[config.mk]
export PLATFORM = sky130hd
export DESIGN_NAME = yrr_cmd_queue
export DESIGN_NICKNAME = d
export VERILOG_FILES = /design/src/hw/rtl/yrr_pkg.sv /design/src/hw/rtl/yrr_cmd_queue.sv
export SDC_FILE = /design/constraint.sdc
export NUM_CORES = 1
export LEC_CHECK = 0
export BUFFER_PORTS_ARGS = -buffer_cell sky130_fd_sc_hd__buf_2
export CORE_MARGIN = 2
export CORE_UTILIZATION = 26
export DETAILED_ROUTE_END_ITERATION = 16
export REMOVE_ABC_BUFFERS = 1
export SLEW_MARGIN = 10
export SYNTH_ARGS = -nofsm -noshare
export SYNTH_HDL_FRONTEND = slang
export SYNTH_SLANG_ARGS = --single-unit
export TNS_END_PERCENT = 50
[constraint.sdc]
create_clock -name clk -period 2.7 [get_ports clk]
set_input_delay 0.135 -clock clk [delete_from_list [all_inputs] [get_ports clk]]
set_output_delay 0.135 -clock clk [all_outputs]
set_load 0.1 [all_outputs]
[src/hw/rtl/yrr_pkg.sv]
// ---------------------------------------------------------------------------
// yrr_pkg
// Shared widths, codes and the command type passed from the front end
// through the command queue to the memory back end.
// ---------------------------------------------------------------------------
package yrr_pkg;

    // Default frame limits for the top-level parameters
    localparam int MAX_WIDTH_DEF  = 256;
    localparam int MAX_HEIGHT_DEF = 256;

    // Largest even dimension a 9-bit register can express
    localparam int DIM_CAP = 510;

    localparam int LUMA_PIXEL_STRIDE = 1;

    localparam int CFG_DATA_W    = 9;
    localparam int CFG_INDEX_W   = 3;
    localparam int LUMA_ADDR_W   = 16;
    localparam int CHROMA_ADDR_W = 15;
    localparam int LUMA_DEPTH    = 1 << LUMA_ADDR_W;
    localparam int CHROMA_DEPTH  = 1 << CHROMA_ADDR_W;
    localparam int INDEX_W       = 17;
    localparam int BYTE_W        = 8;

    // Command queue depth, a power of two
    localparam int QUEUE_DEPTH = 4;

    // Request types
    localparam logic REQ_LOAD  = 1'b0;
    localparam logic REQ_FETCH = 1'b1;

    // Plane codes
    localparam logic [1:0] PLANE_Y = 2'd0;
    localparam logic [1:0] PLANE_U = 2'd1;
    localparam logic [1:0] PLANE_V = 2'd2;

    // Register indexes
    localparam logic [CFG_INDEX_W-1:0] CFG_FRAME_WIDTH   = 3'd0;
    localparam logic [CFG_INDEX_W-1:0] CFG_FRAME_HEIGHT  = 3'd1;
    localparam logic [CFG_INDEX_W-1:0] CFG_LUMA_PITCH    = 3'd2;
    localparam logic [CFG_INDEX_W-1:0] CFG_CHROMA_PITCH  = 3'd3;
    localparam logic [CFG_INDEX_W-1:0] CFG_CHROMA_STRIDE = 3'd4;
    localparam logic [CFG_INDEX_W-1:0] CFG_ROTATION      = 3'd5;
    localparam logic [CFG_INDEX_W-1:0] CFG_OUT_FORMAT    = 3'd6;

    // Rotation and format codes
    localparam logic [1:0] ROT_NONE  = 2'd0;
    localparam logic [1:0] ROT_CW90  = 2'd1;
    localparam logic [1:0] ROT_CW270 = 2'd2;
    localparam logic       FMT_NV21  = 1'b0;
    localparam logic       FMT_I420  = 1'b1;

    // Walk phases
    localparam logic [1:0] PH_LUMA     = 2'd0;
    localparam logic [1:0] PH_CHROMA_A = 2'd1;
    localparam logic [1:0] PH_CHROMA_B = 2'd2;

    // Command: a store write (load) or a store read (fetch)
    typedef struct packed {
        logic                     is_fetch;
        logic [1:0]               plane;
        logic [LUMA_ADDR_W-1:0]   addr;
        logic [BYTE_W-1:0]        wdata;
        logic [INDEX_W-1:0]       index;
        logic                     last;
    } yrr_cmd_t;

endpackage

[src/hw/rtl/yrr_cmd_queue.sv]
// ---------------------------------------------------------------------------
// yrr_cmd_queue
// Small FIFO of commands between the front end and the memory back end.
// ---------------------------------------------------------------------------
module yrr_cmd_queue (
    input  logic              clk,
    input  logic              rst_n,
    input  logic              push,
    input  yrr_pkg::yrr_cmd_t push_cmd,
    output logic              full,
    input  logic              pop,
    output logic              not_empty,
    output yrr_pkg::yrr_cmd_t head_cmd
);

    localparam int PTR_W = $clog2(yrr_pkg::QUEUE_DEPTH);
    localparam int CNT_W = $clog2(yrr_pkg::QUEUE_DEPTH + 1);

    yrr_pkg::yrr_cmd_t entry_reg [yrr_pkg::QUEUE_DEPTH];

    logic [PTR_W-1:0] wr_ptr_reg, wr_ptr_next;
    logic [PTR_W-1:0] rd_ptr_reg, rd_ptr_next;
    logic [CNT_W-1:0] count_reg, count_next;

    logic do_push;
    logic do_pop;

    assign full      = (count_reg == CNT_W'(yrr_pkg::QUEUE_DEPTH));
    assign not_empty = (count_reg != '0);
    assign head_cmd  = entry_reg[rd_ptr_reg];
    assign do_push   = push && !full;
    assign do_pop    = pop && not_empty;

    // Advance pointers and occupancy
    always_comb
    begin
        wr_ptr_next = wr_ptr_reg;
        rd_ptr_next = rd_ptr_reg;
        count_next  = count_reg;
        if (do_push)
        begin
            wr_ptr_next = wr_ptr_reg + 1'b1;
        end
        if (do_pop)
        begin
            rd_ptr_next = rd_ptr_reg + 1'b1;
        end
        if (do_push && !do_pop)
        begin
            count_next = count_reg + 1'b1;
        end
        else if (do_pop && !do_push)
        begin
            count_next = count_reg - 1'b1;
        end
    end

    always_ff @(posedge clk or negedge rst_n)
    begin
        if (!rst_n)
        begin
            wr_ptr_reg <= '0;
            rd_ptr_reg <= '0;
            count_reg  <= '0;
        end
        else
        begin
            wr_ptr_reg <= wr_ptr_next;
            rd_ptr_reg <= rd_ptr_next;
            count_reg  <= count_next;
        end
    end

    // Store the pushed command
    always_ff @(posedge clk)
    begin
        if (do_push)
        begin
            entry_reg[wr_ptr_reg] <= push_cmd;
        end
    end

endmodule

# --- After elaboration in Yosys (flattened, before gate mapping) ---
# Memories as Yosys holds them, arrays and structs flattened.
# Index checks and enable logic that the tools add are counted.
totals:
  reg_bits: 7
  mem_bits_rw: 180
  in_bits: 49
  out_inout_bits: 47
  word_cells: 22
  n_memories: 1
memory_table:
  columns: ["memory", "depth", "word_bits", "read_ports", "rd_clocked_by_memory_dff", "write_ports", "line_no", "text"]
  rows:
  - ["entry_reg", 4, 45, 1, 0, 1, "yrr_cmd_queue.sv:19", "yrr_pkg::yrr_cmd_t entry_reg [yrr_pkg::QUEUE_DEPTH];"]
classes:
  addsub: 4
  eq_ne: 1
  mux: 4
  reduce_logical: 9
op_table:
  columns: ["cell", "count"]
  rows:
  - ["$mux W3", 2]
  - ["$add A2 B1 Y2 const B", 2]
  - ["$logic_and A1 B1 Y1", 4]
  - ["$add A3 B1 Y3 const B", 1]
  - ["$eq A3 B3 Y1 const B", 1]
  - ["$logic_not A1 Y1", 3]
  - ["$reduce_bool A3 Y1", 1]
  - ["$sub A3 B1 Y3 const B", 1]
  - ["$mux W1", 2]
  - ["$reduce_bool A2 Y1", 1]

# --- Longest topological paths before layout ---
depth:
  word_depth: 7
  mapped_depth: 9
  depth_no_buf: 8

# --- Worst setup path after synthesis ---
# OpenSTA, ideal clock, no wires.
synth_path:
  path_kind: "register to register"
  start: "reg count_reg[0]"
  end: "mem entry_reg[0][0] (netlist name) (enable)"
  setup_ps: 463
  t_arrival_ps: 2647
  t_required_ps: 2237
  path_slack_ps: -410
  path_stages_with_launch: 5
  path_buffers: 1
  period_less_slack_ps: 3110
  cell_sequence: "dfrtp_1 -> nor3b_2 -> nor2b_1 -> buf_6 -> and2_1"
synth_via:
  elab_chain_len: 5
synth_lines:
  columns: ["item", "line_no", "text"]
  rows:
  - ["start, declared", "yrr_cmd_queue.sv:23", "logic [CNT_W-1:0] count_reg, count_next;"]
  - ["start signal, assigned", "yrr_cmd_queue.sv:70", "count_reg <= count_next;"]
  - ["$eq A3 B3 Y1", "yrr_cmd_queue.sv:28", "assign full = (count_reg == CNT_W'(yrr_pkg::QUEUE_DEPTH));"]
  - ["via full", "yrr_cmd_queue.sv:10", "output logic full,"]
  - ["$logic_not A1 Y1", "yrr_cmd_queue.sv:31", "assign do_push = push && !full;"]
  - ["$logic_and A1 B1 Y1", "yrr_cmd_queue.sv:31", null]
  - ["via do_push", "yrr_cmd_queue.sv:25", "logic do_push;"]
  - ["$mux W1", "yrr_cmd_queue.sv:77", "if (do_push)"]
  - ["$mux W1 (implied by the code)", "yrr_cmd_queue.sv:79", "entry_reg[wr_ptr_reg] <= push_cmd;"]
  - ["end, declared", "yrr_cmd_queue.sv:19", null]
# The timed path passes the listed nets, and every way through them passes these cells.

==> metrics.csv <==
stage,metric,value,unit
cells_and_area,layout_commonest_cell,edfxtp_1,
global_route,top_usage_layer,met2,
timing,hold_ws,0.0658,ns
die,dieArea,28000,um^2
global_route,met2_usage,0.163,
global_route,grt_max_degree,45,
synth,synth_cells,270,
timing,maxSlewViolCount,0,
timing,relSlewSlack,0.662,
run_status,outcome,finished with violations,
synth,synth_area_leader_cell,edfxtp_1,
synth,yosysTopAreaCellShare,0.779,
clock_tree,cts_buffers,17,
clock_tree,clk_pin_slew,0.07,ns
global_route,grt_pass1_vias,3574,
timing,fmax,423,MHz
detailed_routing,first_iter_violations,236,
timing,finalSetupTns,0,ns
setup_path,endpoint,head_cmd[20],
timing,skew,0.0113,ns
cells_and_area,area_growth,28.8,%
synth,synth-edff-count,180,
die,ios,96,
die,die_width,167,um
synth,async_reset_ff_frac,0.0374,
global_route,grt_usage,0.0971,
clock_tree,ctsResizeCount,0,
setup_path,r2r-end,count_reg[2],
setup_path,cp-startpoint,rd_ptr_reg[0],
synth,syn_area,6940,um^2
setup_path,r2r_cells,8,
timing,setup_viol,0,
detailed_routing,routedWlPerCell,16.5,um
timing,timing.final.crit_share,0.875,
detailed_routing,dr.pass1.iters,10,
die,die_h,167,um
clock_tree,clkLatencyLatePin,0.42,ns
clock_tree,clock_path_buffers,2,
detailed_routing,num_vias,3215,
cells_and_area,largest_reg_flops,180,
timing,post-route-min-period,2.36,ns
die,rows,59,
die,floorplan.initialDensity,0.265,
die,core_region_area,26100,um^2
worst_hold_path,hp-class,primary input to async pin,
synth,synthFlopType,edfxtp_1,
global_route,grt_pass1_wl,20.5,mm
placement,hpwlAfterDp,7.61,mm
timing,grt_setup_unrepaired,no,
clock_tree,cts.sinks,187,
detailed_routing,via_per_inst,4.16,
cells_and_area,most-common-layout-cells,"edfxtp_1, buf_2, dlygate4sd3_1, mux4_2, clkbuf_16",
run_status,violations,design-rule violations,
detailed_routing,route.final.wire_length,12.8,mm
clock_tree,htree_levels,4,
timing,worst_pin_slew,0.505,ns
global_route,antenna_found_initial,0,
cells_and_area,fin_nets,482,
synth,ys_seq_area_frac,0.805,
setup_path,ff2ff_setup_slack,0.47,ns
setup_path,start_kind,flip-flop,
synth,ys_types,21,
global_route,met1_usage,0.122,
detailed_routing,ant_nets,0,
synth,synth_area_leaders,"edfxtp_1, mux4_2, dfrtp_1",
cells_and_area,final_util,0.342,
global_route,use_met3,0.0291,
setup_path,critPathCaptureType,output pin,
synth,ys_ff_latch,187,
setup_path,cp_max_fo,40,
setup_path,cp_slowest_cell,mux4_2,
cells_and_area,diodes,0,
synth,syn_avg_cell_area,25.7,um^2
clock_tree,root_buffer,clkbuf_16,
setup_path,regToRegStartpoint,count_reg[2],
placement,portBuffers,95,
setup_path,max_stage_delay,0.56,ns
job,cap_violations,0,
setup_path,arrival,2.23,ns
timing,hold_viol_final,0,
detailed_routing,drc_errors,7,
placement,dp.cells,696,
cells_and_area,instances_no_fill,773,
synth,yosysWarnings,0,
setup_path,cp_cell_sequence,buf_12 > mux4_2 > buf_2,
clock_tree,tritoncts,built,
setup_path,worstPathRequired,2.57,ns
cells_and_area,drive_above_1_share,0.422,
global_route,grt-ovfl-total,0,
setup_path,crit_type,flip-flop to output pin,
placement,gp_congestion,0.678,
## synthesized netlist by cell type (2+ instances only)
cell type / instances
edfxtp_1: 180
mux4_2: 45
dfrtp_1: 7
buf_2: 5
ha_1: 5
and2_1: 4
xnor2_1: 4
inv_1: 3
buf_12: 2
buf_6: 2
mux2_2: 2
xor2_1: 2
## kinds of logic (layout without fill, tap and decap cells)
family | after synthesis | after routing | share of synthesized area
mux | 47 | 47 | 0.149
flops | 187 | 187 | 0.805
simple gates | 10 | 10 | 0.00902
fa+ha+maj | 6 | 6 | 0.0119
xor+xnor | 6 | 6 | 0.00758
buf+inv | 14 | 182 | 0.0175
## per-stage QoR
stage               cell area, um^2  setup WS, ns
finish                         8930         0.337
global route                   8930         0.212
CTS                            8930         0.283
floorplan                      6830        -0.517
detailed placement             7850         0.517
global placement               7850         0.643
## routing by layer
| layer | vias to the layer above | part of all wire |
|---|---|---|
| li1 | 1451 | - |
| met1 | 1688 | 0.45 |
| met2 | 69 | 0.50 |
| met3 | 7 | 0.041 |
| met4 | 0 | 0.0088 |
| met5 | - | 0 |
## worst max-delay path: cells and delay by family (launching register included)
| family | cells | cell delay [ns] |
|---|---|---|
| buffers and inverters | 2 | 0.60 |
| muxes | 1 | 0.56 |
| DFF | 1 | 0.52 |
## worst min-delay path by stage
stage / from / to / slack [ns]
finish: rst_n / count_reg[0] / 0.07
floorplan: rst_n / count_reg[0] / -0.16
CTS: rst_n / wr_ptr_reg[0] / 0.05
detailed placement: rst_n / count_reg[0] / -0.02
global placement: rst_n / count_reg[0] / -0.02
global route: rst_n / wr_ptr_reg[1] / 0.09
## timing repair
| action | 4_1_cts | 5_1_grt |
|---|---|---|
| buffers inserted | 0 | 0 |
| hold buffers | 47 | 0 |
| hold endpoints to repair | 188 | 0 |
## layout make-up
cell class / count / area, um^2
repair buffers: 149 / 1060
inverters: 3 / 11.3
well taps: 335 / 419
fillers: 2473 / 17200
clock inverters: 13 / 189
flip-flops and latches: 187 / 5590
clock buffers: 17 / 425
multi-input cells: 69 / 1240
Power is left out: the tool's default activity adds up to more than one toggle a clock period on the data nets, which glitch-free logic cannot reach.
