--- src/hw/rtl/yrr_pkg.sv ---
// ---------------------------------------------------------------------------
// yrr_pkg
// Shared widths, codes and the command type passed from the front end
// through the command queue to the memory back end.
// ---------------------------------------------------------------------------
package yrr_pkg;

    // Default frame limits for the top-level parameters
    localparam int MAX_WIDTH_DEF  = 256;
    localparam int MAX_HEIGHT_DEF = 256;

    // Largest even dimension a 9-bit register can express
    localparam int DIM_CAP = 510;

    localparam int LUMA_PIXEL_STRIDE = 1;

    localparam int CFG_DATA_W    = 9;
    localparam int CFG_INDEX_W   = 3;
    localparam int LUMA_ADDR_W   = 16;
    localparam int CHROMA_ADDR_W = 15;
    localparam int LUMA_DEPTH    = 1 << LUMA_ADDR_W;
    localparam int CHROMA_DEPTH  = 1 << CHROMA_ADDR_W;
    localparam int INDEX_W       = 17;
    localparam int BYTE_W        = 8;

    // Command queue depth, a power of two
    localparam int QUEUE_DEPTH = 4;

    // Request types
    localparam logic REQ_LOAD  = 1'b0;
    localparam logic REQ_FETCH = 1'b1;

    // Plane codes
    localparam logic [1:0] PLANE_Y = 2'd0;
    localparam logic [1:0] PLANE_U = 2'd1;
    localparam logic [1:0] PLANE_V = 2'd2;

    // Register indexes
    localparam logic [CFG_INDEX_W-1:0] CFG_FRAME_WIDTH   = 3'd0;
    localparam logic [CFG_INDEX_W-1:0] CFG_FRAME_HEIGHT  = 3'd1;
    localparam logic [CFG_INDEX_W-1:0] CFG_LUMA_PITCH    = 3'd2;
    localparam logic [CFG_INDEX_W-1:0] CFG_CHROMA_PITCH  = 3'd3;
    localparam logic [CFG_INDEX_W-1:0] CFG_CHROMA_STRIDE = 3'd4;
    localparam logic [CFG_INDEX_W-1:0] CFG_ROTATION      = 3'd5;
    localparam logic [CFG_INDEX_W-1:0] CFG_OUT_FORMAT    = 3'd6;

    // Rotation and format codes
    localparam logic [1:0] ROT_NONE  = 2'd0;
    localparam logic [1:0] ROT_CW90  = 2'd1;
    localparam logic [1:0] ROT_CW270 = 2'd2;
    localparam logic       FMT_NV21  = 1'b0;
    localparam logic       FMT_I420  = 1'b1;

    // Walk phases
    localparam logic [1:0] PH_LUMA     = 2'd0;
    localparam logic [1:0] PH_CHROMA_A = 2'd1;
    localparam logic [1:0] PH_CHROMA_B = 2'd2;

    // Command: a store write (load) or a store read (fetch)
    typedef struct packed {
        logic                     is_fetch;
        logic [1:0]               plane;
        logic [LUMA_ADDR_W-1:0]   addr;
        logic [BYTE_W-1:0]        wdata;
        logic [INDEX_W-1:0]       index;
        logic                     last;
    } yrr_cmd_t;

endpackage

--- src/hw/rtl/yrr_front.sv ---
// ---------------------------------------------------------------------------
// yrr_front
// Accepts input transactions and holds the configuration registers and the
// destination walk. Loads become store writes; fetches become store reads
// at the address of the current destination byte.
// ---------------------------------------------------------------------------
module yrr_front #(
    parameter int MAX_WIDTH  = yrr_pkg::MAX_WIDTH_DEF,
    parameter int MAX_HEIGHT = yrr_pkg::MAX_HEIGHT_DEF
) (
    input  logic                                clk,
    input  logic                                rst_n,
    input  logic                                in_valid,
    output logic                                in_ready,
    input  logic                                req_type,
    input  logic [1:0]                          plane_sel,
    input  logic [yrr_pkg::LUMA_ADDR_W-1:0]     src_offset,
    input  logic [yrr_pkg::BYTE_W-1:0]          src_byte,
    input  logic                                cfg_we,
    input  logic [yrr_pkg::CFG_INDEX_W-1:0]     cfg_index,
    input  logic [yrr_pkg::CFG_DATA_W-1:0]      cfg_wdata,
    output logic                                push,
    output yrr_pkg::yrr_cmd_t                   push_cmd,
    input  logic                                queue_full
);

    localparam int MAX_DIM_RAW = (MAX_WIDTH > MAX_HEIGHT) ? MAX_WIDTH : MAX_HEIGHT;
    localparam int MAX_DIM     = (MAX_DIM_RAW > yrr_pkg::DIM_CAP) ? yrr_pkg::DIM_CAP
                                                                  : MAX_DIM_RAW;
    localparam int CNT_W  = $clog2(MAX_DIM);
    localparam int DIM_W  = CNT_W + 1;
    localparam int PROD_W = CNT_W + yrr_pkg::CFG_DATA_W;
    localparam int SUM_W  = PROD_W + 2;
    localparam int DW     = yrr_pkg::CFG_DATA_W;

    // Clamp a dimension to [2, hi] and force it even
    function automatic logic [DIM_W-1:0] fit_even(input logic [DW-1:0] v, input int hi);
        int t;
        t = int'(v);
        if (t < 2)
        begin
            t = 2;
        end
        if (t > hi)
        begin
            t = hi;
        end
        t = t & ~1;
        return DIM_W'(t);
    endfunction

    // Configuration registers
    logic [DW-1:0] frame_width_reg,   frame_width_next;
    logic [DW-1:0] frame_height_reg,  frame_height_next;
    logic [DW-1:0] luma_pitch_reg,    luma_pitch_next;
    logic [DW-1:0] chroma_pitch_reg,  chroma_pitch_next;
    logic [1:0]    chroma_stride_reg, chroma_stride_next;
    logic [1:0]    rotation_reg,      rotation_next;
    logic          out_format_reg,    out_format_next;

    // Walk state
    logic [yrr_pkg::INDEX_W-1:0] out_pos_reg, out_pos_next;
    logic [CNT_W-1:0]            row_reg, row_next;
    logic [CNT_W-1:0]            col_reg, col_next;
    logic [1:0]                  phase_reg, phase_next;
    logic                        half_reg, half_next;

    logic                    cfg_restart;
    logic                    accept;
    logic                    fetch_acc;
    logic                    plane_ok;
    logic [DIM_W-1:0]        w, h;
    logic [CNT_W-1:0]        cw, ch;
    logic [1:0]              rot;
    logic                    is_chroma;
    logic [DIM_W-1:0]        outer_lim, inner_lim;
    logic [CNT_W-1:0]        mul_a;
    logic [CNT_W-1:0]        add_term;
    logic [DW-1:0]           pitch;
    logic [PROD_W-1:0]       prod;
    logic [SUM_W-1:0]        term;
    logic [yrr_pkg::LUMA_ADDR_W-1:0] walk_addr;
    logic                    take_v;
    logic [1:0]              walk_plane;
    logic                    at_end;
    logic                    last;
    logic [DIM_W-1:0]        col_inc, row_inc;

    assign in_ready  = !queue_full;
    assign accept    = in_valid && in_ready;
    assign fetch_acc = accept && (req_type == yrr_pkg::REQ_FETCH);
    assign plane_ok  = (plane_sel == yrr_pkg::PLANE_Y) || (plane_sel == yrr_pkg::PLANE_U)
                    || (plane_sel == yrr_pkg::PLANE_V);
    // Drop loads aimed at no plane
    assign push      = accept && ((req_type == yrr_pkg::REQ_FETCH) || plane_ok);

    // Decode configuration writes
    always_comb
    begin
        frame_width_next   = frame_width_reg;
        frame_height_next  = frame_height_reg;
        luma_pitch_next    = luma_pitch_reg;
        chroma_pitch_next  = chroma_pitch_reg;
        chroma_stride_next = chroma_stride_reg;
        rotation_next      = rotation_reg;
        out_format_next    = out_format_reg;
        cfg_restart        = 1'b0;
        if (cfg_we)
        begin
            cfg_restart = 1'b1;
            case (cfg_index)
                yrr_pkg::CFG_FRAME_WIDTH:   frame_width_next   = cfg_wdata;
                yrr_pkg::CFG_FRAME_HEIGHT:  frame_height_next  = cfg_wdata;
                yrr_pkg::CFG_LUMA_PITCH:    luma_pitch_next    = cfg_wdata;
                yrr_pkg::CFG_CHROMA_PITCH:  chroma_pitch_next  = cfg_wdata;
                yrr_pkg::CFG_CHROMA_STRIDE: chroma_stride_next = cfg_wdata[1:0];
                yrr_pkg::CFG_ROTATION:      rotation_next      = cfg_wdata[1:0];
                yrr_pkg::CFG_OUT_FORMAT:    out_format_next    = cfg_wdata[0];
                default:                    cfg_restart        = 1'b0;
            endcase
        end
    end

    // Frame geometry
    assign w   = fit_even(frame_width_reg, MAX_WIDTH);
    assign h   = fit_even(frame_height_reg, MAX_HEIGHT);
    assign cw  = CNT_W'(w >> 1);
    assign ch  = CNT_W'(h >> 1);
    assign rot = ((rotation_reg == yrr_pkg::ROT_CW90) || (rotation_reg == yrr_pkg::ROT_CW270))
               ? rotation_reg : yrr_pkg::ROT_NONE;
    assign is_chroma = (phase_reg != yrr_pkg::PH_LUMA);

    // Pick limits and address operands for the current phase and rotation
    always_comb
    begin
        pitch = is_chroma ? chroma_pitch_reg : luma_pitch_reg;
        case (rot)
            yrr_pkg::ROT_CW90:
            begin
                if (is_chroma)
                begin
                    outer_lim = DIM_W'(cw);
                    inner_lim = DIM_W'(ch);
                    mul_a     = CNT_W'(DIM_W'(ch) - DIM_W'(1) - DIM_W'(col_reg));
                end
                else
                begin
                    outer_lim = w;
                    inner_lim = h;
                    mul_a     = CNT_W'(h - DIM_W'(1) - DIM_W'(col_reg));
                end
                add_term = row_reg;
            end
            yrr_pkg::ROT_CW270:
            begin
                if (is_chroma)
                begin
                    outer_lim = DIM_W'(cw);
                    inner_lim = DIM_W'(ch);
                    add_term  = CNT_W'(DIM_W'(cw) - DIM_W'(1) - DIM_W'(row_reg));
                end
                else
                begin
                    outer_lim = w;
                    inner_lim = h;
                    add_term  = CNT_W'(w - DIM_W'(1) - DIM_W'(row_reg));
                end
                mul_a = col_reg;
            end
            default:
            begin
                if (is_chroma)
                begin
                    outer_lim = DIM_W'(ch);
                    inner_lim = DIM_W'(cw);
                end
                else
                begin
                    outer_lim = h;
                    inner_lim = w;
                end
                mul_a    = row_reg;
                add_term = col_reg;
            end
        endcase
    end

    // Row term through the shared multiplier, pixel term scaled by its stride
    assign prod = PROD_W'(mul_a) * PROD_W'(pitch);
    assign term = is_chroma ? SUM_W'(add_term) * SUM_W'(chroma_stride_reg)
                            : SUM_W'(add_term) * SUM_W'(yrr_pkg::LUMA_PIXEL_STRIDE);
    assign walk_addr = yrr_pkg::LUMA_ADDR_W'(SUM_W'(prod) + term);

    // Chroma plane choice and end of frame
    assign take_v     = (out_format_reg == yrr_pkg::FMT_NV21) ? !half_reg
                                                              : (phase_reg == yrr_pkg::PH_CHROMA_B);
    assign walk_plane = !is_chroma ? yrr_pkg::PLANE_Y
                      : (take_v ? yrr_pkg::PLANE_V : yrr_pkg::PLANE_U);
    assign at_end     = (DIM_W'(col_reg) == inner_lim - DIM_W'(1))
                     && (DIM_W'(row_reg) == outer_lim - DIM_W'(1));
    assign last       = at_end
                     && (((out_format_reg == yrr_pkg::FMT_NV21)
                          && (phase_reg == yrr_pkg::PH_CHROMA_A) && half_reg)
                      || ((out_format_reg == yrr_pkg::FMT_I420)
                          && (phase_reg == yrr_pkg::PH_CHROMA_B)));

    // Build the command
    always_comb
    begin
        push_cmd.is_fetch = (req_type == yrr_pkg::REQ_FETCH);
        push_cmd.plane    = (req_type == yrr_pkg::REQ_FETCH) ? walk_plane : plane_sel;
        push_cmd.addr     = (req_type == yrr_pkg::REQ_FETCH) ? walk_addr : src_offset;
        push_cmd.wdata    = src_byte;
        push_cmd.index    = out_pos_reg;
        push_cmd.last     = last;
    end

    // Advance the walk on each fetch
    assign col_inc = DIM_W'(col_reg) + DIM_W'(1);
    assign row_inc = DIM_W'(row_reg) + DIM_W'(1);

    always_comb
    begin
        out_pos_next = out_pos_reg;
        row_next     = row_reg;
        col_next     = col_reg;
        phase_next   = phase_reg;
        half_next    = half_reg;
        if (cfg_restart || (fetch_acc && last))
        begin
            out_pos_next = '0;
            row_next     = '0;
            col_next     = '0;
            phase_next   = yrr_pkg::PH_LUMA;
            half_next    = 1'b0;
        end
        else if (fetch_acc)
        begin
            out_pos_next = out_pos_reg + 1'b1;
            if (is_chroma && (out_format_reg == yrr_pkg::FMT_NV21) && !half_reg)
            begin
                half_next = 1'b1;
            end
            else
            begin
                half_next = 1'b0;
                if (col_inc >= inner_lim)
                begin
                    col_next = '0;
                    if (row_inc >= outer_lim)
                    begin
                        row_next   = '0;
                        phase_next = (phase_reg == yrr_pkg::PH_LUMA) ? yrr_pkg::PH_CHROMA_A
                                   : ((phase_reg == yrr_pkg::PH_CHROMA_A) ? yrr_pkg::PH_CHROMA_B
                                                                         : yrr_pkg::PH_LUMA);
                    end
                    else
                    begin
                        row_next = CNT_W'(row_inc);
                    end
                end
                else
                begin
                    col_next = CNT_W'(col_inc);
                end
            end
        end
    end

    always_ff @(posedge clk or negedge rst_n)
    begin
        if (!rst_n)
        begin
            frame_width_reg   <= DW'(256);
            frame_height_reg  <= DW'(256);
            luma_pitch_reg    <= DW'(256);
            chroma_pitch_reg  <= DW'(256);
            chroma_stride_reg <= 2'd2;
            rotation_reg      <= yrr_pkg::ROT_NONE;
            out_format_reg    <= yrr_pkg::FMT_NV21;
            out_pos_reg       <= '0;
            row_reg           <= '0;
            col_reg           <= '0;
            phase_reg         <= yrr_pkg::PH_LUMA;
            half_reg          <= 1'b0;
        end
        else
        begin
            frame_width_reg   <= frame_width_next;
            frame_height_reg  <= frame_height_next;
            luma_pitch_reg    <= luma_pitch_next;
            chroma_pitch_reg  <= chroma_pitch_next;
            chroma_stride_reg <= chroma_stride_next;
            rotation_reg      <= rotation_next;
            out_format_reg    <= out_format_next;
            out_pos_reg       <= out_pos_next;
            row_reg           <= row_next;
            col_reg           <= col_next;
            phase_reg         <= phase_next;
            half_reg          <= half_next;
        end
    end

endmodule

--- config.mk ---
export PLATFORM = sky130hd
export DESIGN_NAME = yrr_front
export DESIGN_NICKNAME = d
export VERILOG_FILES = /design/src/hw/rtl/yrr_pkg.sv /design/src/hw/rtl/yrr_front.sv
export SDC_FILE = /design/constraint.sdc
export NUM_CORES = 1
export LEC_CHECK = 0
export BUFFER_PORTS_ARGS = -buffer_cell sky130_fd_sc_hd__buf_2
export CORE_MARGIN = 2
export CORE_UTILIZATION = 50
export CTS_BUF_LIST = sky130_fd_sc_hd__clkbuf_8
export DETAILED_ROUTE_END_ITERATION = 10
export GPL_TIMING_DRIVEN = 0
export HOLD_SLACK_MARGIN = 0.03
export PLACE_DENSITY_LB_ADDON = 0.08
export SLEW_MARGIN = 20
export SYNTH_ARGS = -nofsm -noshare
export SYNTH_HDL_FRONTEND = slang
export SYNTH_SLANG_ARGS = --single-unit
--- constraint.sdc ---
create_clock -name clk -period 7.3 [get_ports clk]
set_clock_uncertainty 0.2 [all_clocks]
set_input_delay 0 -clock clk [delete_from_list [all_inputs] [get_ports clk]]
set_output_delay 0 -clock clk [all_outputs]
set_load 0.05 [all_outputs]
## After elaboration in Yosys (flattened, before gate mapping)

Cells that the tools add are included.

| word-level totals | value |
|---|---|
| register bits after elaboration | 77 |
| latch bits | 0 |
| memory bits (writable) | 0 |
| memory bits (read-only) | 0 |
| input port bits | 44 |
| output and inout bits | 47 |
| word-level logic and storage cells | 133 |
| memories | 0 |

| operators by class | value |
|---|---|
| add/sub/neg operators | 14 |
| multipliers | 2 |
| divide/modulo/power cells | 0 |
| magnitude comparators | 6 |
| equal/unequal tests | 17 |
| shift operators | 0 |
| multiplexer cells | 43 |
| bitwise operators | 1 |
| reduce and logical (&&, ||, !) cells | 38 |

Operators with widths:

| operator | number |
|---|---|
| 2-to-1 mux 8 bit | 11 |
| 2-to-1 mux 9 bit | 9 |
| greater-than comparator 32 x 10 -> 1 bit, second input constant | 2 |
| 2-to-1 mux 17 bit | 2 |
| case mux 8 bit (2 select lines) | 2 |
| subtractor 8 x 1 -> 8 bit, second input constant | 4 |
| subtractor 8 bit | 4 |
| 2-to-1 mux 2 bit | 11 |
| adder 8 x 1 -> 9 bit, second input constant | 2 |
| equality test 8 x 9 -> 1 bit | 2 |
| greater-or-equal comparator 9 bit | 2 |
| less-than comparator 9 x 2 -> 1 bit, second input constant | 2 |
| subtractor 9 x 1 -> 9 bit, second input constant | 2 |
| adder 17 x 1 -> 17 bit, second input constant | 1 |
| adder 16 x 10 -> 16 bit | 1 |
| multiplier 8 x 9 -> 16 bit | 1 |
| 2-to-1 mux 16 bit | 1 |
| AND reduction 2 bit | 8 |
| logical AND 1 bit | 11 |
| multiplier 8 x 2 -> 10 bit | 1 |
| 2-to-1 mux 10 bit | 1 |
| equality test 3 bit, second input constant | 3 |
| equality test 2 x 1 -> 1 bit, second input constant | 4 |
| equality test 2 bit, second input constant | 4 |
| other kinds (14) | 30 |

## Logic depth before layout (Yosys ltp)

| depth | value |
|---|---|
| depth after elaboration | 14 |
| gate-level depth with buffers | 38 |
| depth with buffers taken out | 38 |

## Worst setup path after synthesis

Ideal clock, no wire load.

| timing | value |
|---|---|
| path type | register -> output |
| from | register frame_width_reg[3] |
| to | output push_cmd[41] (netlist bit) |
| arrival | 8.308 ns |
| data required time | 7.100 ns |
| path slack | -1.208 ns |
| stages on the path, launching flop included | 38 |
| buffers on the path | 0 |
| cell sequence | dfrtp_1 nor4_2 a21oi_1 nor2_1 ha_1 inv_1 fa_1 nor2b_1 o21ai_0 a21boi_0 o31ai_1 a221oi_1 a21oi_1 and2_1 ha_1 o21ai_0 nand2b_1 a21oi_1 [... 2 more ...] a21boi_0 fa_1 fa_1 inv_1 fa_1 inv_1 fa_1 inv_1 ha_1 o21a_1 o31a_1 o211ai_1 nand2_1 nand4_1 a31oi_1 xnor2_1 and3_1 o31ai_1 |

RTL lines:

| item | line | source |
|---|---|---|
| start, declared | yrr_front.sv:53 | `logic [DW-1:0] frame_width_reg, frame_width_next;` |
| start signal, assigned | yrr_front.sv:289 | `frame_width_reg <= frame_width_next;` |
| end, declared | yrr_front.sv:23 | `output yrr_pkg::yrr_cmd_t push_cmd,` |

==> flow_metrics.py <==
metrics = {
    "global_route": {
        "grt_use_total_pct": 28.8,
        "grt_max_degree": 41,
        "grt_pass1_vias": 9164,
        "overflow": 0,
        "grt_pass1_wl_um": 49300,
        "antenna_found_initial": 0,
    },
    "clocking": {
        "cts-buffers-inserted": 9,
        "clkLatencyLatePin_ns": 0.38,
        "cts_buffer_depth": 2,
        "cts_tree": "done",
        "cts.htree.levels": 3,
        "cts-root-buf": "clkbuf_8",
        "cts_sinks": 77,
        "path_clk_slew_ns": 0.09,
    },
    "final_layout": {
        "instances_no_fill": 1634,
        "area_growth_pct": 18.0,
        "regArea_mm2": 0.00194,
        "final_nets": 1553,
        "multiInputGateArea_mm2": 0.00802,
        "final_cell_mix": "inv_1 (123), nand2_1 (108), ha_1 (86), nor2_1 (79), buf_2 (75)",
        "largest_reg_flops": 17,
        "final_common_cell": "inv_1",
        "drive_above_1_share_pct": 26.0,
        "final_util_pct": 60.5,
        "nFillCells": 1877,
    },
    "worst_setup_path": {
        "cp.arrival_ns": 8.24,
        "crit-reg2reg-launch": "phase_reg[0]",
        "max_stage_delay_ns": 0.50,
        "critPathLaunch": "frame_width_reg[5]",
        "cp-end-kind": "output pin",
        "cp_max_fo": 3,
        "cp-start-kind": "register",
        "reg2reg_depth": 19,
        "setup.worst_path.end": "push_cmd[41]",
        "r2r_slack_ns": 1.21,
        "worstReg2RegEnd": "out_pos_reg[14]",
        "crit_type": "register to output pin",
        "cp_slowest_cell": "fa_1",
        "required_ns": 7.10,
        "cp_common_cell": "fa_1",
    },
    "timing": {
        "maxSlewHeadroom_pct": 35.2,
        "setup_viol": 10,
        "slew_violations": 0,
        "setup_slack_ns": -1.14,
        "finalHoldViolations": 0,
        "period_needed_ns": 8.44,
        "tightestPinTransition_ns": 0.971,
        "rsz0062_at_grt": "true",
        "fin_crit_sh_pct": 116,
        "timing.fmax_mhz": 119,
    },
    "synthesis": {
        "synth_edf_count": 0,
        "syn_avg_cell_area_um2": 8.61,
        "ys_seq_area_share_pct": 18.5,
        "yosysTopAreaCell": "dfrtp_1",
        "ys_ff_latch": 77,
        "ys.flop_type": "dfrtp_1",
        "syn_area_mm2": 0.0104,
        "syn_inst": 1212,
        "yosysUniqueCellTypes": 85,
        "ys_async_sr_fraction_pct": 100,
        "synth.net_count": 1407,
        "yosysTopAreaCellShare_pct": 17.3,
        "ys_warn_count": 0,
        "synth_area_leaders": "dfrtp_1 (17%), ha_1 (11%), fa_1 (11%)",
    },
    "flow_run": {
        "maxCapViolations": 0,
    },
    "place": {
        "place_inst": 1562,
        "portBuffers": 79,
        "gp_congestion": 0.927,
        "dpl.hpwl_um": 24200,
    },
    "detailed_routing": {
        "first_iter_violations": 567,
        "detail_route.wl_per_cell_um": 19.1,
        "firstDrtPassIters": 5,
        "viasPerCell": 5.73,
        "route.detailed.drc": 0,
        "num_vias": 9359,
        "drt_wl_total_um": 31300,
        "ant_nets": 0,
    },
    "floorplanning": {
        "io_pins": 91,
        "fp.dieH_um": 148,
        "die_area_mm2": 0.0220,
        "die_x_um": 148,
        "start_util_pct": 51.2,
        "rows": 52,
        "core_mm2": 0.0204,
    },
    "power_and_ir_drop": {
        "powerDensity_mw_per_mm2": 396,
        "max-vdd-ir-drop_uv": 311,
        "power.leakage_nw": 5.59,
    },
    "outcome": {
        "violations": "negative setup slack",
        "status": "finished with violations",
    },
    "worst_hold_path": {
        "min_from": "queue_full",
        "hold_class": "primary input to register",
    },
}
==> what timing repair did <==
item	4_1_cts	5_1_grt
pin swaps	36	47
hold endpoints to repair	121	0
resized for setup	56	38
hold buffers	23	0
setup endpoints to repair	12	12
setup buffers	24	8
==> worst min path at each step <==
stage | end | depth (start not counted)
finish | out_pos_reg[0] | 6
global route | out_pos_reg[0] | 6
CTS | out_pos_reg[0] | 6
detailed placement | col_reg[1] | 1
global placement | frame_height_reg[8] | 3
floorplan | chroma_pitch_reg[0] | 0
==> logic make-up (layout without fill, tap and decap cells) <==
| logic type | after synthesis | count (layout) | share of synthesized area (%) |
|---|---|---|---|
| AOI/OAI and AO/OA | 243 | 243 | 16.3 |
| xor gates and xnor gates | 64 | 64 | 5.37 |
| adders and majority gates | 151 | 151 | 22.1 |
| buffers and inverters | 191 | 342 | 8.04 |
| DFF | 77 | 77 | 18.5 |
| muxes | 81 | 81 | 9.91 |
| other | 0 | 1 | 0 |
| and+or+nand+nor | 405 | 405 | 19.7 |
==> layer usage <==
layer | GRT usage, % | vias up | share of wire [%]
li1 | - | 4495 | -
met1 | 39.8 | 4518 | 45
met2 | 46.0 | 294 | 46
met3 | 5.92 | 52 | 6.9
met4 | 8.29 | 0 | 2.4
met5 | 0 | - | 0
==> layout make-up <==
type / instances / area share, %
diodes: 1 / 0.0203
plain buffers: 60 / 2.89
clock buffers: 9 / 1.01
clock inverters: 7 / 0.599
inverters: 131 / 3.99
multi-input cells: 944 / 65.1
flip-flops and latches: 77 / 15.7
well taps: 270 / 2.74
repair buffers: 135 / 7.88
==> synth_stat cells (all sizes together), types with 14 or more instances <==
master and instances:
inv 130, nor2 111, nand2 109, ha 95, dfrtp 72, a21oi 58, fa 56, mux2 50
o21ai 50, xnor2 42, buf 35, nand3 33, clkbuf 24, nor3 24, and2 22, xor2 22
nor2b 21, o21a 21, mux2i 19, nand2b 17, a21o 14, nor3b 14
==> power by group <==
group	total, mW	leakage, nW	switching (mW)	internal (mW)
registers	0.569	0.981	0.0810	0.488
logic	3.97	4.50	2.27	1.70
clock network	0.346	0.105	0.186	0.160
==> critical path, delay by kind of cell, from the launching register on <==
kind                     cells  cell delay [ns]
AO/OA/AOI/OAI               13             1.79
XOR/XNOR                     3             0.47
adder cells (fa/ha/maj)      8             3.11
buffers and inverters        6             0.48
flip-flops                   1             0.43
AND/OR/NAND/NOR              9             1.54
==> stage by stage <==
step / instance area (um^2) / power [mW] / worst slack [ns] / hold slack [ns] / setup TNS, ns
after floorplan: 10500 / 3.35 / -0.270 / -0.496 / -0.270
after global placement: 11300 / 4.00 / -1.35 / 0.0765 / -7.81
after detailed placement: 11300 / 4.05 / -1.37 / -0.160 / -8.02
after CTS: 12100 / 4.74 / -1.02 / 0.0485 / -6.26
after global routing: 12300 / 5.35 / -1.46 / 0.0969 / -10.08
final: 12300 / 4.88 / -1.14 / 0.0533 / -7.04
No activity file was read; power rests on OpenSTA's default activity.
